File: src/design/itp_pkg.sv
package itp_pkg;

    localparam logic [7:0] CH_OPEN  = 8'h28;
    localparam logic [7:0] CH_CLOSE = 8'h29;
    localparam logic [7:0] CH_MUL   = 8'h2A;
    localparam logic [7:0] CH_PLUS  = 8'h2B;
    localparam logic [7:0] CH_MINUS = 8'h2D;
    localparam logic [7:0] CH_DIV   = 8'h2F;
    localparam logic [7:0] CH_POS   = 8'h24;
    localparam logic [7:0] CH_NEG   = 8'h7E;
    localparam logic [7:0] CH_POW   = 8'h5E;
    localparam logic [7:0] CH_SPACE = 8'h20;
    localparam logic [7:0] CH_ZERO  = 8'h30;
    localparam logic [7:0] CH_NINE  = 8'h39;
    localparam logic [7:0] CH_NULL  = 8'h00;

    localparam logic [2:0] PRIO_OPEN  = 3'd0;
    localparam logic [2:0] PRIO_CLOSE = 3'd1;
    localparam logic [2:0] PRIO_ADD   = 3'd2;
    localparam logic [2:0] PRIO_MUL   = 3'd3;
    localparam logic [2:0] PRIO_POW   = 3'd4;

    localparam logic [1:0] ST_OK       = 2'd0;
    localparam logic [1:0] ST_BRACKET  = 2'd1;
    localparam logic [1:0] ST_DOUBLE   = 2'd2;
    localparam logic [1:0] ST_OVERFLOW = 2'd3;

    localparam int QUEUE_DEPTH = 2;
    localparam int QPTR_W      = 1;
    localparam int QCNT_W      = 2;

    typedef struct packed {
        logic [7:0] ch;
        logic       end_expr;
        logic       space_first;
        logic       unary;
        logic       is_digit;
        logic       is_op;
        logic [2:0] cprio;
        logic       mismatch;
        logic       double_err;
    } item_t;

    function automatic logic char_is_digit(input logic [7:0] c);
        return c inside {[CH_ZERO:CH_NINE]};
    endfunction

    function automatic logic char_is_op(input logic [7:0] c);
        return c inside {CH_OPEN, CH_CLOSE, CH_PLUS, CH_MINUS, CH_MUL, CH_DIV,
                         CH_POS, CH_NEG, CH_POW};
    endfunction

    function automatic logic [2:0] op_prio(input logic [7:0] c);
        logic [2:0] p;
        case (c)
            CH_CLOSE: p = PRIO_CLOSE;
            CH_PLUS, CH_MINUS: p = PRIO_ADD;
            CH_MUL, CH_DIV, CH_POS, CH_NEG: p = PRIO_MUL;
            CH_POW: p = PRIO_POW;
            default: p = PRIO_OPEN;
        endcase
        return p;
    endfunction

endpackage

File: src/design/itp_front.sv
module itp_front import itp_pkg::*; #(
    parameter int COUNT_WIDTH = 12
) (
    input  logic        aclk,
    input  logic        aresetn,
    input  logic        s_tvalid,
    output logic        s_tready,
    input  logic [7:0]  s_tdata,
    input  logic        s_tlast,
    output logic        q_valid,
    input  logic        q_ready,
    output item_t       q_item
);

    logic [7:0]             prev_char_reg, prev_char_next;
    logic                   at_start_reg, at_start_next;
    logic [COUNT_WIDTH-1:0] open_count_reg, open_count_next;
    logic [COUNT_WIDTH-1:0] close_count_reg, close_count_next;
    logic                   double_reg, double_next;
    logic                   accept;
    logic                   prev_addsub;
    logic                   dbl_now;

    assign s_tready = q_ready;
    assign q_valid  = s_tvalid;
    assign accept   = s_tvalid && q_ready;

    assign prev_addsub = (prev_char_reg == CH_PLUS) || (prev_char_reg == CH_MINUS);
    assign dbl_now = !at_start_reg && prev_addsub &&
                     (s_tdata inside {CH_PLUS, CH_MINUS, CH_MUL, CH_DIV});

    always_comb begin
        q_item.ch          = s_tdata;
        q_item.end_expr    = s_tlast;
        q_item.space_first = !at_start_reg && char_is_digit(prev_char_reg) &&
                             (s_tlast || !char_is_digit(s_tdata));
        q_item.unary       = at_start_reg || prev_addsub || (prev_char_reg == CH_OPEN);
        q_item.is_digit    = !s_tlast && char_is_digit(s_tdata);
        q_item.is_op       = !s_tlast && char_is_op(s_tdata);
        q_item.cprio       = op_prio(s_tdata);
        q_item.mismatch    = open_count_reg != close_count_reg;
        q_item.double_err  = double_reg;
    end

    always_comb begin
        prev_char_next   = prev_char_reg;
        at_start_next    = at_start_reg;
        open_count_next  = open_count_reg;
        close_count_next = close_count_reg;
        double_next      = double_reg;
        if (accept) begin
            if (s_tlast) begin
                prev_char_next   = CH_NULL;
                at_start_next    = 1'b1;
                open_count_next  = '0;
                close_count_next = '0;
                double_next      = 1'b0;
            end else begin
                prev_char_next = s_tdata;
                at_start_next  = 1'b0;
                double_next    = double_reg || dbl_now;
                if (s_tdata == CH_OPEN) begin
                    open_count_next = open_count_reg + COUNT_WIDTH'(1);
                end
                if (s_tdata == CH_CLOSE) begin
                    close_count_next = close_count_reg + COUNT_WIDTH'(1);
                end
            end
        end
    end

    always_ff @(posedge aclk) begin
        if (!aresetn) begin
            prev_char_reg   <= CH_NULL;
            at_start_reg    <= 1'b1;
            open_count_reg  <= '0;
            close_count_reg <= '0;
            double_reg      <= 1'b0;
        end else begin
            prev_char_reg   <= prev_char_next;
            at_start_reg    <= at_start_next;
            open_count_reg  <= open_count_next;
            close_count_reg <= close_count_next;
            double_reg      <= double_next;
        end
    end

endmodule

File: src/design/itp_queue.sv
module itp_queue import itp_pkg::*; (
    input  logic  aclk,
    input  logic  aresetn,
    input  logic  in_valid,
    output logic  in_ready,
    input  item_t in_item,
    output logic  out_valid,
    input  logic  out_pop,
    output item_t out_item
);

    item_t              entry_mem [QUEUE_DEPTH];
    logic [QPTR_W-1:0]  wptr_reg, wptr_next;
    logic [QPTR_W-1:0]  rptr_reg, rptr_next;
    logic [QCNT_W-1:0]  fill_reg, fill_next;
    logic               wr_en;
    logic               rd_en;

    assign in_ready  = fill_reg != QCNT_W'(QUEUE_DEPTH);
    assign out_valid = fill_reg != '0;
    assign out_item  = entry_mem[rptr_reg];
    assign wr_en     = in_valid && in_ready;
    assign rd_en     = out_pop && out_valid;

    always_comb begin
        wptr_next = wptr_reg;
        rptr_next = rptr_reg;
        fill_next = fill_reg;
        if (wr_en) begin
            wptr_next = (wptr_reg == QPTR_W'(QUEUE_DEPTH - 1)) ? '0 : wptr_reg + QPTR_W'(1);
        end
        if (rd_en) begin
            rptr_next = (rptr_reg == QPTR_W'(QUEUE_DEPTH - 1)) ? '0 : rptr_reg + QPTR_W'(1);
        end
        if (wr_en && !rd_en) begin
            fill_next = fill_reg + QCNT_W'(1);
        end else if (rd_en && !wr_en) begin
            fill_next = fill_reg - QCNT_W'(1);
        end
    end

    always_ff @(posedge aclk) begin
        if (wr_en) begin
            entry_mem[wptr_reg] <= in_item;
        end
    end

    always_ff @(posedge aclk) begin
        if (!aresetn) begin
            wptr_reg <= '0;
            rptr_reg <= '0;
            fill_reg <= '0;
        end else begin
            wptr_reg <= wptr_next;
            rptr_reg <= rptr_next;
            fill_reg <= fill_next;
        end
    end

endmodule

File: src/design/itp_back.sv
module itp_back import itp_pkg::*; #(
    parameter int STACK_DEPTH = 16
) (
    input  logic       aclk,
    input  logic       aresetn,
    input  logic       q_valid,
    output logic       q_pop,
    input  item_t      q_item,
    output logic       m_tvalid,
    input  logic       m_tready,
    output logic [7:0] m_tdata,
    output logic       m_tlast,
    output logic [3:0] m_tuser
);

    localparam int CNT_W = $clog2(STACK_DEPTH + 1);
    localparam int IDX_W = $clog2(STACK_DEPTH);

    typedef enum logic [5:0] {
        S_LEAD     = 6'b000001,
        S_BODY     = 6'b000010,
        S_POPOP    = 6'b000100,
        S_POPSP    = 6'b001000,
        S_FLUSH    = 6'b010000,
        S_FLUSHSP  = 6'b100000
    } back_state_t;

    back_state_t       state_reg, state_next;
    logic [7:0]        stack_mem [STACK_DEPTH];
    logic [CNT_W-1:0]  count_reg, count_next;
    logic [CNT_W-1:0]  count_m1;
    logic              overflow_reg, overflow_next;
    logic              popped_reg, popped_next;
    logic              m_tvalid_reg;
    logic [7:0]        m_tdata_reg;
    logic              m_tlast_reg;
    logic [3:0]        m_tuser_reg;

    logic              out_free, step;
    logic [7:0]        top;
    logic              stack_empty, stack_full, will_pop;
    logic [7:0]        push_val;
    logic              run_body, finish;
    logic              dec, push_en, clear;
    logic [7:0]        push_byte;
    logic              emit, e_valid, e_last, e_done;
    logic [7:0]        e_byte;
    logic [1:0]        e_status;

    assign out_free    = !m_tvalid_reg || m_tready;
    assign step        = q_valid && out_free;
    assign count_m1    = count_reg - CNT_W'(1);
    assign top         = stack_mem[count_m1[IDX_W-1:0]];
    assign stack_empty = count_reg == '0;
    assign stack_full  = count_reg == CNT_W'(STACK_DEPTH);

    always_comb begin
        will_pop = 1'b0;
        if (!stack_empty && q_item.is_op) begin
            if (q_item.cprio == PRIO_CLOSE) begin
                will_pop = top != CH_OPEN;
            end else if (q_item.cprio >= PRIO_ADD) begin
                will_pop = op_prio(top) >= q_item.cprio;
            end
        end
    end

    always_comb begin
        if (q_item.unary && q_item.ch == CH_MINUS) begin
            push_val = CH_NEG;
        end else if (q_item.unary && q_item.ch == CH_PLUS) begin
            push_val = CH_POS;
        end else begin
            push_val = q_item.ch;
        end
    end

    always_comb begin
        state_next    = state_reg;
        overflow_next = overflow_reg;
        popped_next   = popped_reg;
        run_body      = 1'b0;
        finish        = 1'b0;
        dec           = 1'b0;
        push_en       = 1'b0;
        push_byte     = push_val;
        clear         = 1'b0;
        q_pop         = 1'b0;
        emit          = 1'b0;
        e_byte        = CH_SPACE;
        e_valid       = 1'b1;
        e_last        = 1'b0;
        e_done        = 1'b0;
        e_status      = ST_OK;

        if (step) begin
            case (state_reg)
                S_LEAD: begin
                    if (q_item.end_expr) begin
                        emit       = q_item.space_first;
                        state_next = S_FLUSH;
                    end else if (q_item.space_first) begin
                        emit       = 1'b1;
                        e_last     = !q_item.is_digit && !will_pop;
                        state_next = S_BODY;
                    end else begin
                        run_body = 1'b1;
                    end
                end
                S_BODY: begin
                    run_body = 1'b1;
                end
                S_POPOP: begin
                    emit       = 1'b1;
                    e_byte     = top;
                    dec        = 1'b1;
                    state_next = S_POPSP;
                end
                S_POPSP: begin
                    emit = 1'b1;
                    if (will_pop) begin
                        state_next = S_POPOP;
                    end else begin
                        e_last = 1'b1;
                        finish = 1'b1;
                    end
                end
                S_FLUSH: begin
                    if (stack_empty) begin
                        emit    = 1'b1;
                        e_byte  = CH_NULL;
                        e_valid = 1'b0;
                        e_last  = 1'b1;
                        e_done  = 1'b1;
                        if (q_item.mismatch) begin
                            e_status = ST_BRACKET;
                        end else if (q_item.double_err) begin
                            e_status = ST_DOUBLE;
                        end else if (overflow_reg) begin
                            e_status = ST_OVERFLOW;
                        end
                        clear         = 1'b1;
                        overflow_next = 1'b0;
                        popped_next   = 1'b0;
                        q_pop         = 1'b1;
                        state_next    = S_LEAD;
                    end else if (top != CH_OPEN) begin
                        emit       = 1'b1;
                        e_byte     = top;
                        dec        = 1'b1;
                        state_next = S_FLUSHSP;
                    end else begin
                        dec = 1'b1;
                    end
                end
                S_FLUSHSP: begin
                    emit       = 1'b1;
                    state_next = S_FLUSH;
                end
                default: begin
                    state_next = S_LEAD;
                end
            endcase
        end

        if (run_body) begin
            if (q_item.is_digit) begin
                emit       = 1'b1;
                e_byte     = q_item.ch;
                e_last     = 1'b1;
                q_pop      = 1'b1;
                state_next = S_LEAD;
            end else if (q_item.is_op && will_pop) begin
                emit        = 1'b1;
                e_byte      = top;
                dec         = 1'b1;
                popped_next = 1'b1;
                state_next  = S_POPSP;
            end else if (q_item.is_op) begin
                finish = 1'b1;
            end else begin
                q_pop      = 1'b1;
                state_next = S_LEAD;
            end
        end

        if (finish) begin
            q_pop       = 1'b1;
            popped_next = 1'b0;
            state_next  = S_LEAD;
            if (q_item.cprio == PRIO_CLOSE) begin
                if (!stack_empty && top == CH_OPEN) begin
                    dec = 1'b1;
                end else if (stack_empty && !popped_reg) begin
                    push_en   = 1'b1;
                    push_byte = CH_CLOSE;
                end
            end else if (stack_full) begin
                overflow_next = 1'b1;
            end else begin
                push_en = 1'b1;
            end
        end
    end

    always_comb begin
        count_next = count_reg;
        if (clear) begin
            count_next = '0;
        end else if (dec) begin
            count_next = count_m1;
        end else if (push_en) begin
            count_next = count_reg + CNT_W'(1);
        end
    end

    always_ff @(posedge aclk) begin
        if (push_en) begin
            stack_mem[count_reg[IDX_W-1:0]] <= push_byte;
        end
    end

    always_ff @(posedge aclk) begin
        if (emit) begin
            m_tdata_reg <= e_byte;
            m_tlast_reg <= e_last;
            m_tuser_reg <= {e_status, e_done, e_valid};
        end
    end

    always_ff @(posedge aclk) begin
        if (!aresetn) begin
            state_reg    <= S_LEAD;
            count_reg    <= '0;
            overflow_reg <= 1'b0;
            popped_reg   <= 1'b0;
            m_tvalid_reg <= 1'b0;
        end else begin
            state_reg    <= state_next;
            count_reg    <= count_next;
            overflow_reg <= overflow_next;
            popped_reg   <= popped_next;
            if (emit) begin
                m_tvalid_reg <= 1'b1;
            end else if (m_tready) begin
                m_tvalid_reg <= 1'b0;
            end
        end
    end

    assign m_tvalid = m_tvalid_reg;
    assign m_tdata  = m_tdata_reg;
    assign m_tlast  = m_tlast_reg;
    assign m_tuser  = m_tuser_reg;

endmodule

File: src/design/infix_to_postfix_converter.sv
// Flow: an accepted request enters the queue; the back end registers each result it gives in the
// output register, and an end request with no trailing space first moves to the flush state.
// Results leave at one result per cycle while m_tready is high; steps that emit nothing (a push,
// an ignored character, a dropped open bracket, the first step of an end request with no trailing
// space) hold them back, and each popped operator emits its byte and then a space.
// Reset: aresetn is synchronous and active low; it empties the queue and the stack.
module infix_to_postfix_converter import itp_pkg::*; #(
    parameter int STACK_DEPTH = 16,
    parameter int COUNT_WIDTH = 12
) (
    input  logic       aclk,
    input  logic       aresetn,
    input  logic       s_tvalid,
    output logic       s_tready,
    input  logic [7:0] s_tdata,  // ch
    input  logic       s_tlast,  // end_expr
    output logic       m_tvalid,
    input  logic       m_tready,
    output logic [7:0] m_tdata,  // out_byte
    output logic       m_tlast,  // run_last
    output logic [3:0] m_tuser   // byte_valid, expr_done, status[1:0]
);

    item_t fq_item;
    item_t qb_item;
    logic  fq_valid;
    logic  fq_ready;
    logic  qb_valid;
    logic  qb_pop;

    itp_front #(
        .COUNT_WIDTH(COUNT_WIDTH)
    ) u_front (
        .aclk    (aclk),
        .aresetn (aresetn),
        .s_tvalid(s_tvalid),
        .s_tready(s_tready),
        .s_tdata (s_tdata),
        .s_tlast (s_tlast),
        .q_valid (fq_valid),
        .q_ready (fq_ready),
        .q_item  (fq_item)
    );

    itp_queue u_queue (
        .aclk     (aclk),
        .aresetn  (aresetn),
        .in_valid (fq_valid),
        .in_ready (fq_ready),
        .in_item  (fq_item),
        .out_valid(qb_valid),
        .out_pop  (qb_pop),
        .out_item (qb_item)
    );

    itp_back #(
        .STACK_DEPTH(STACK_DEPTH)
    ) u_back (
        .aclk    (aclk),
        .aresetn (aresetn),
        .q_valid (qb_valid),
        .q_pop   (qb_pop),
        .q_item  (qb_item),
        .m_tvalid(m_tvalid),
        .m_tready(m_tready),
        .m_tdata (m_tdata),
        .m_tlast (m_tlast),
        .m_tuser (m_tuser)
    );

endmodule
File: config.mk
export PLATFORM = sky130hd
export DESIGN_NAME = infix_to_postfix_converter
export DESIGN_NICKNAME = d
export VERILOG_FILES = /design/src/design/itp_pkg.sv /design/src/design/itp_front.sv /design/src/design/itp_queue.sv /design/src/design/itp_back.sv /design/src/design/infix_to_postfix_converter.sv
export SDC_FILE = /design/constraint.sdc
export NUM_CORES = 1
export LEC_CHECK = 0
export ABC_AREA = 1
export BUFFER_PORTS_ARGS = -buffer_cell sky130_fd_sc_hd__buf_2
export CORE_MARGIN = 2
export CORE_UTILIZATION = 60
export CTS_BUF_LIST = sky130_fd_sc_hd__clkbuf_2
export DETAILED_ROUTE_END_ITERATION = 8
export PLACE_DENSITY_LB_ADDON = 0.08
export REMOVE_ABC_BUFFERS = 1
export SYNTH_ARGS = -nofsm -noshare
export SYNTH_HDL_FRONTEND = slang
export SYNTH_HIERARCHICAL = 1
export SYNTH_SLANG_ARGS = --single-unit
File: constraint.sdc
create_clock -name aclk -period 7.2 [get_ports aclk]
set_input_delay 0.36 -clock aclk [delete_from_list [all_inputs] [get_ports aclk]]
set_output_delay 0.36 -clock aclk [all_outputs]
set_load 0.01 [all_outputs]
==> flow_metrics.py, run 1 <==
metrics = {
    "sta": {
        "finalClockSkew_ns": 0.0475,
        "fmax_ghz": 0.201,
        "finalHoldViolCount": 0,
        "worstMarginPinSlew_ns": 0.956,
        "period_minus_slack_ns": 4.96,
        "tns_ns": 0,
        "setup_violations": 0,
        "timing.hold.ws_ns": 0.314,
        "drv_slew": 0,
        "rsz0062_at_grt": "false",
        "slew-limit-headroom": 0.362,
        "min_period_over_period": 0.689,
    },
    "worst_setup_path": {
        "rr_endpoint": "u_back/stack_mem[10][7]",
        "crit_family": "simple AND/OR/NAND/NOR gates",
        "cpPeakStageDelay_ns": 0.65,
        "cp.arrival_ns": 5.39,
        "cp-endpoint": "u_back/stack_mem[10][7]",
        "r2r_cells": 25,
        "cp_max_fo": 70,
        "start_kind": "flip-flop",
        "cp.depth": 25,
        "rr_startpoint": "u_back/count_reg[0]",
        "end_kind": "flip-flop",
        "critPathLaunch": "u_back/count_reg[0]",
        "crit_buf_inv": 4,
        "crit_path_top_delay_cell": "nor2_1",
        "r2r_slack_ns": 2.24,
        "worstSetupPathType": "flip-flop to flip-flop",
        "cp.required_ns": 7.62,
        "cpMostUsedCell": "nand3_1",
    },
    "power_and_ir_drop": {
        "vdd_drop_max_mv": 0.178,
        "p_int_w": 0.00208,
        "pwr-share-seq": 0.510,
        "p_sw_frac": 0.318,
        "p_leak_nw": 4.81,
        "p_per_area_nw_per_um2": 255,
        "comb_power_share": 0.198,
        "p_total_w": 0.00304,
        "clockPowerShare": 0.292,
        "switchingPower_w": 0.000967,
    },
    "floorplan": {
        "row_count": 49,
        "ioPinCount": 28,
        "die_h_um": 140,
        "core_um2": 18000,
        "die_x_um": 140,
        "dieArea_um2": 19600,
        "initial_core_util": 0.615,
    },
    "cts": {
        "post_cts_buffers": 0,
        "cts-htree-levels": 2,
        "cts_root_buffer": "clkbuf_2",
        "clock_latency_ns": 0.83,
        "cts_max_path_buffers": 3,
        "cts_buffers": 56,
        "cts_tree": "yes",
        "clkSlewWorstSetupHoldPaths_ns": 0.10,
        "cts_sinks": 230,
    },
    "worst_hold_path": {
        "min-delay-start": "s_tdata[5]",
        "hp-class": "input port to flip-flop",
    },
    "yosys": {
        "synth_compound_area_frac": 0.0499,
        "synth_fa_ha_area_frac": 0.0113,
        "synth_edf_count": 177,
        "synthMuxAreaShare": 0.0217,
        "synth-async-reset-ratio": 0,
        "ys_seq_area_frac": 0.575,
        "yosysWarnings": 6,
        "synth-seq-cells": 230,
        "synth-simple-area-share": 0.256,
        "avgSynthCellArea_um2": 9.49,
        "syn_area_um2": 11100,
        "synth_top_family_by_area": "simple AND/OR/NAND/NOR gates",
        "synth_xor_area_frac": 0.00869,
        "synth_cells": 1168,
        "synth_ff_type": "edfxtp_1",
        "yosysUniqueCellTypes": 46,
    },
    "route": {
        "routed_wl_um": 25400,
        "ant_nets": 0,
        "firstDrtPassIters": 5,
        "via_per_inst": 5.53,
        "wl_per_cell_um": 16.9,
        "first_iter_violations": 724,
        "drc": 0,
        "vias": 8332,
    },
    "placement": {
        "hpwlAfterDp_um": 16800,
        "routabilityCongestion": 0.886,
        "numPortBuffers": 27,
    },
    "global_routing": {
        "antenna_found_initial": 1,
        "grt_pass1_vias": 8239,
        "grt_max_degree": 71,
        "overflow": 0,
        "grtUsageTotal": 0.265,
        "grt_pass1_wl_um": 41200,
    },
    "run_status": {
        "status": "finished clean",
    },
    "layout": {
        "multi_input_area_um2": 3870,
        "areaGrowthSynthToFinish_pct": 7.78,
        "regArea_um2": 6380,
        "finalNetCount": 1254,
        "fin_util": 0.663,
        "nFillCells": 1511,
        "largest_reg_flops": 128,
        "drive_gt1_frac": 0.154,
    },
    "run": {
        "max-cap-violations": 0,
    },
}
==> worst reg2reg max path: stages, from the launching register on <==
cell      delay [ns]
dfxtp_2         0.33
inv_2           0.06
buf_4           0.56
nand3_1         0.23
nand2_1         0.13
nand2_2         0.14
nand3_1         0.13
nand2_1         0.15
a21oi_1         0.30
nand3_1         0.14
nor3_1          0.17
a21oi_1         0.06
nand3_1         0.08
o21bai_1        0.12
ha_1            0.26
nand3_1         0.08
o211ai_1        0.09
a21oi_1         0.14
nor3_1          0.11
nand2_4         0.11
inv_2           0.07
nor2_8          0.12
nand2_2         0.11
inv_2           0.11
nand2_1         0.11
nor2_1          0.65
==> how the worst min path moves through the flow <==
stage	end	cells past startpoint	slack, ns
floorplan	u_queue/entry_mem[0][0]	0	0.43
global placement	u_queue/entry_mem[0][0]	0	0.45
detailed placement	u_front/prev_char_reg[0]	2	0.47
CTS	u_queue/entry_mem[1][15]	2	0.20
global route	u_queue/entry_mem[1][15]	2	0.22
finish	u_queue/entry_mem[1][15]	2	0.31
==> cell families after synthesis <==
kind of cell,count (synthesis)
simple gates,617
mux,18
flops,230
xor+xnor,11
fa+ha+maj,10
compound gates,99
buf+inv,183
==> cell usage in the layout, fill, tap and decap left out, types with 14 or more instances in the layout <==
cell / instances
nor2_1: 105
nand4_1: 28
nand3_1: 146
inv_1: 121
a21oi_1: 43
dfxtp_1: 52
nand2_1: 274
inv_2: 14
clkinv_1: 15
nor3_1: 24
o21ai_0: 24
clkbuf_2: 81
edfxtp_1: 177
buf_2: 27
==> through the flow <==
stage	setup slack, ns	std cells	cell area, um2
3_5_place_dp	2.35	1390	11300
6_report	2.24	1506	11900
5_1_grt	1.89	1506	11900
4_1_cts	2.31	1505	11900
3_3_place_gp	2.41	1390	11300
2_1_floorplan	0.704	1123	10800
==> layer usage <==
layer  track usage  share of wire  routed length [um]
met1         0.346           0.42               10600
met2         0.445           0.49               12400
met3        0.0506          0.069                1750
met4         0.101          0.027                 680
met5             0              0                   0
==> power groups by stage <==
stage	Sequential [W]	Clock, W	Combinational, W
2_1_floorplan	0.00159	0	0.000378
3_3_place_gp	0.00158	0	0.000578
3_5_place_dp	0.00158	0	0.000587
4_1_cts	0.00155	0.000920	0.000595
5_1_grt	0.00156	0.000991	0.000661
6_report	0.00155	0.000889	0.000602
==> repair_timing <==
action / CTS / global route
hold buffers: 12 / 0
resized for setup: 0 / 0
hold endpoints to repair: 49 / 0
setup endpoints to repair: 0 / 0
==> cells in the mapped netlist, drive strengths merged, types with 8 or more instances <==
cell,instances,area [um2]
nand3,154,826
edfxtp,177,5320
ha,10,125
a211oi,8,60.1
xor2,11,96.3
dfxtp,53,1060
nor3,26,146
mux2,18,240
buf,45,330
inv,136,516
o21ai,30,150
a21oi,43,215
nand2,290,1160
nand4,28,175
nor2,113,495
==> layout make-up <==
cell class                      instances  share of cell area
Sequential cell                       230               0.534
Multi-Input combinational cell        755               0.324
Inverter                              138              0.0438
Clock buffer                           81              0.0339
Timing Repair Buffer                   50              0.0283
Tap cell                              229              0.0240
Clock inverter                         22              0.0122
Antenna cell                            1            0.000210
Note: power is estimated with default switching activity, not from simulation.
==> run 2: changes to the inputs <==
==> constraint.sdc (replaced) <==
create_clock -name aclk -period 4.6 [get_ports aclk]
set_input_delay 0.23 -clock aclk [delete_from_list [all_inputs] [get_ports aclk]]
set_output_delay 0.23 -clock aclk [all_outputs]
set_load 0.01 [all_outputs]
==> flow_metrics.py, run 2 (synthesis results as in run 1) <==
metrics = {
    "floorplan": {
        "row_count": 49,
        "die_h_um": 140,
        "dieArea_um2": 19600,
        "core_um2": 18000,
        "ioPinCount": 28,
        "initial_core_util": 0.615,
        "die_x_um": 140,
    },
    "worst_setup_path": {
        "crit_path_top_delay_cell": "dfxtp_2",
        "rr_endpoint": "u_back/stack_mem[4][0]",
        "cp.arrival_ns": 4.81,
        "r2r_cells": 27,
        "crit_buf_inv": 7,
        "cp.required_ns": 5.13,
        "cpMostUsedCell": "nand3_1",
        "cp_max_fo": 15,
        "worstSetupPathType": "flip-flop to flip-flop",
        "crit_family": "simple AND/OR/NAND/NOR gates",
        "end_kind": "flip-flop",
        "start_kind": "flip-flop",
        "cpPeakStageDelay_ns": 0.38,
        "r2r_slack_ns": 0.31,
        "rr_startpoint": "u_back/count_reg[0]",
    },
    "route": {
        "ant_nets": 0,
        "via_per_inst": 5.64,
        "firstDrtPassIters": 6,
        "first_iter_violations": 726,
        "routed_wl_um": 27000,
        "wl_per_cell_um": 17.6,
        "vias": 8653,
        "drc": 0,
    },
    "global_routing": {
        "overflow": 0,
        "grtUsageTotal": 0.273,
        "grt_max_degree": 71,
        "grt_pass1_wl_um": 42400,
        "antenna_found_initial": 1,
        "grt_pass1_vias": 8332,
    },
    "layout": {
        "drive_gt1_frac": 0.176,
        "stdcell_area_um2": 12300,
        "areaGrowthSynthToFinish_pct": 10.6,
        "mostFrequentLayoutCells": "270 x nand2_1, 177 x edfxtp_1, 145 x nand3_1",
        "largest_reg_flops": 128,
        "fin_util": 0.680,
        "nFillCells": 1460,
        "finalNetCount": 1282,
        "regArea_um2": 6380,
        "multi_input_area_um2": 3890,
        "final_common_cell": "nand2_1",
    },
    "sta": {
        "min_period_over_period": 0.932,
        "worstMarginPinSlew_ns": 0.707,
        "fmax_ghz": 0.233,
        "period_minus_slack_ns": 4.29,
        "finalHoldViolCount": 0,
        "tns_ns": 0,
        "rsz0062_at_grt": "false",
        "slew-limit-headroom": 0.524,
        "finalClockSkew_ns": 0.0467,
        "drv_slew": 0,
        "setup_violations": 0,
    },
    "power_and_ir_drop": {
        "vdd_drop_max_mv": 0.255,
        "p_leak_nw": 4.99,
        "p_total_w": 0.00484,
        "p_per_area_nw_per_um2": 395,
    },
    "cts": {
        "cts_tree": "yes",
        "cts_buffers": 56,
        "post_cts_buffers": 0,
        "clock_latency_ns": 0.85,
        "cts_sinks": 230,
        "cts_root_buffer": "clkbuf_2",
        "clkSlewWorstSetupHoldPaths_ns": 0.10,
        "cts_max_path_buffers": 3,
        "cts-htree-levels": 2,
    },
    "placement": {
        "routabilityCongestion": 0.881,
        "numPortBuffers": 27,
        "placed_cell_area_um2": 11500,
        "hpwlAfterDp_um": 17800,
    },
    "run_status": {
        "status": "finished clean",
    },
    "worst_hold_path": {
        "min_to": "u_queue/entry_mem[1][15]",
        "min-delay-start": "s_tdata[5]",
        "hold_depth": 2,
        "hp-class": "input port to flip-flop",
    },
    "run": {
        "max-cap-violations": 0,
    },
}
==> run 2: cell count changes in the layout (fill, tap and decap cells not counted), sizes merged <==
cell	delta
buf	+26
clkinv	+3
clkbuf	-1
dlygate4sd3	+1
==> run 2: routing by layer <==
| layer | vias up | global-route usage | share of wire |
|---|---|---|---|
| li1 | 4182 | - | - |
| met1 | 4067 | 0.361 | 0.42 |
| met2 | 335 | 0.458 | 0.49 |
| met3 | 69 | 0.0462 | 0.066 |
| met4 | 0 | 0.101 | 0.025 |
| met5 | - | 0 | 0 |
==> run 2: stage by stage <==
stage / std cells / setup WS (ns) / hold slack [ns]
detailed placement: 1416 / 0.116 / 0.457
global route: 1535 / 0.0266 / 0.0568
finish: 1535 / 0.314 / 0.154
CTS: 1533 / 0.0753 / 0.0798
global placement: 1416 / 0.246 / 0.451
floorplan: 1123 / -1.90 / 0.328
==> run 2: worst reg2reg max path, stage by stage, from the launching register on <==
cell and delay [ns]:
dfxtp_2 0.38, inv_2 0.09, ha_4 0.31, inv_4 0.07
buf_12 0.15, nand3_1 0.09, nand3_1 0.11, nand3_1 0.20
nand2_2 0.13, nand2_2 0.15, nor3_1 0.06, a21oi_1 0.14
nand3_1 0.09, o21bai_1 0.17, ha_1 0.29, nand3_1 0.08
o211ai_1 0.09, a21oi_1 0.13, nor3_1 0.06, buf_4 0.15
nand2_4 0.08, inv_2 0.07, nor2_8 0.12, nand2_2 0.11
inv_2 0.12, nand2_1 0.19, nor2_1 0.19, buf_4 0.20
==> run 2: worst max path at each step <==
stage,from,endpoint,slack (ns),cells after the start
6_report,u_back/count_reg[0],u_back/stack_mem[4][0],0.31,27
5_1_grt,u_back/count_reg[0],u_queue/fill_reg[1],0.03,32
4_1_cts,u_back/count_reg[1],u_back/stack_mem[4][0],0.08,27
3_5_place_dp,u_back/count_reg[1],u_back/stack_mem[5][5],0.12,27
3_3_place_gp,u_back/count_reg[1],u_back/stack_mem[12][3],0.25,27
2_1_floorplan,u_back/count_reg[0],u_back/stack_mem[0][4],-1.90,23
==> run 2: timing repair <==
item,CTS,global route
resized for setup,0,15
hold buffers,13,0
endpoints found under the hold margin,94,0
endpoints found under the setup margin,0,247
==> run 2: cell type report <==
cell class	instances	share of cell area
Sequential cell	230	0.520
Multi-Input combinational cell	755	0.317
Timing Repair Buffer	78	0.0504
Inverter	138	0.0431
Clock buffer	79	0.0322
Tap cell	229	0.0234
Clock inverter	25	0.0130
Antenna cell	1	0.000204
==> run 2: power breakdown <==
| part | internal (W) | leakage (nW) | switching, W |
|---|---|---|---|
| Clock | 0.000586 | 0.401 | 0.000819 |
| Combinational | 0.000308 | 2.55 | 0.000702 |
| Sequential | 0.00239 | 2.04 | 0.0000391 |
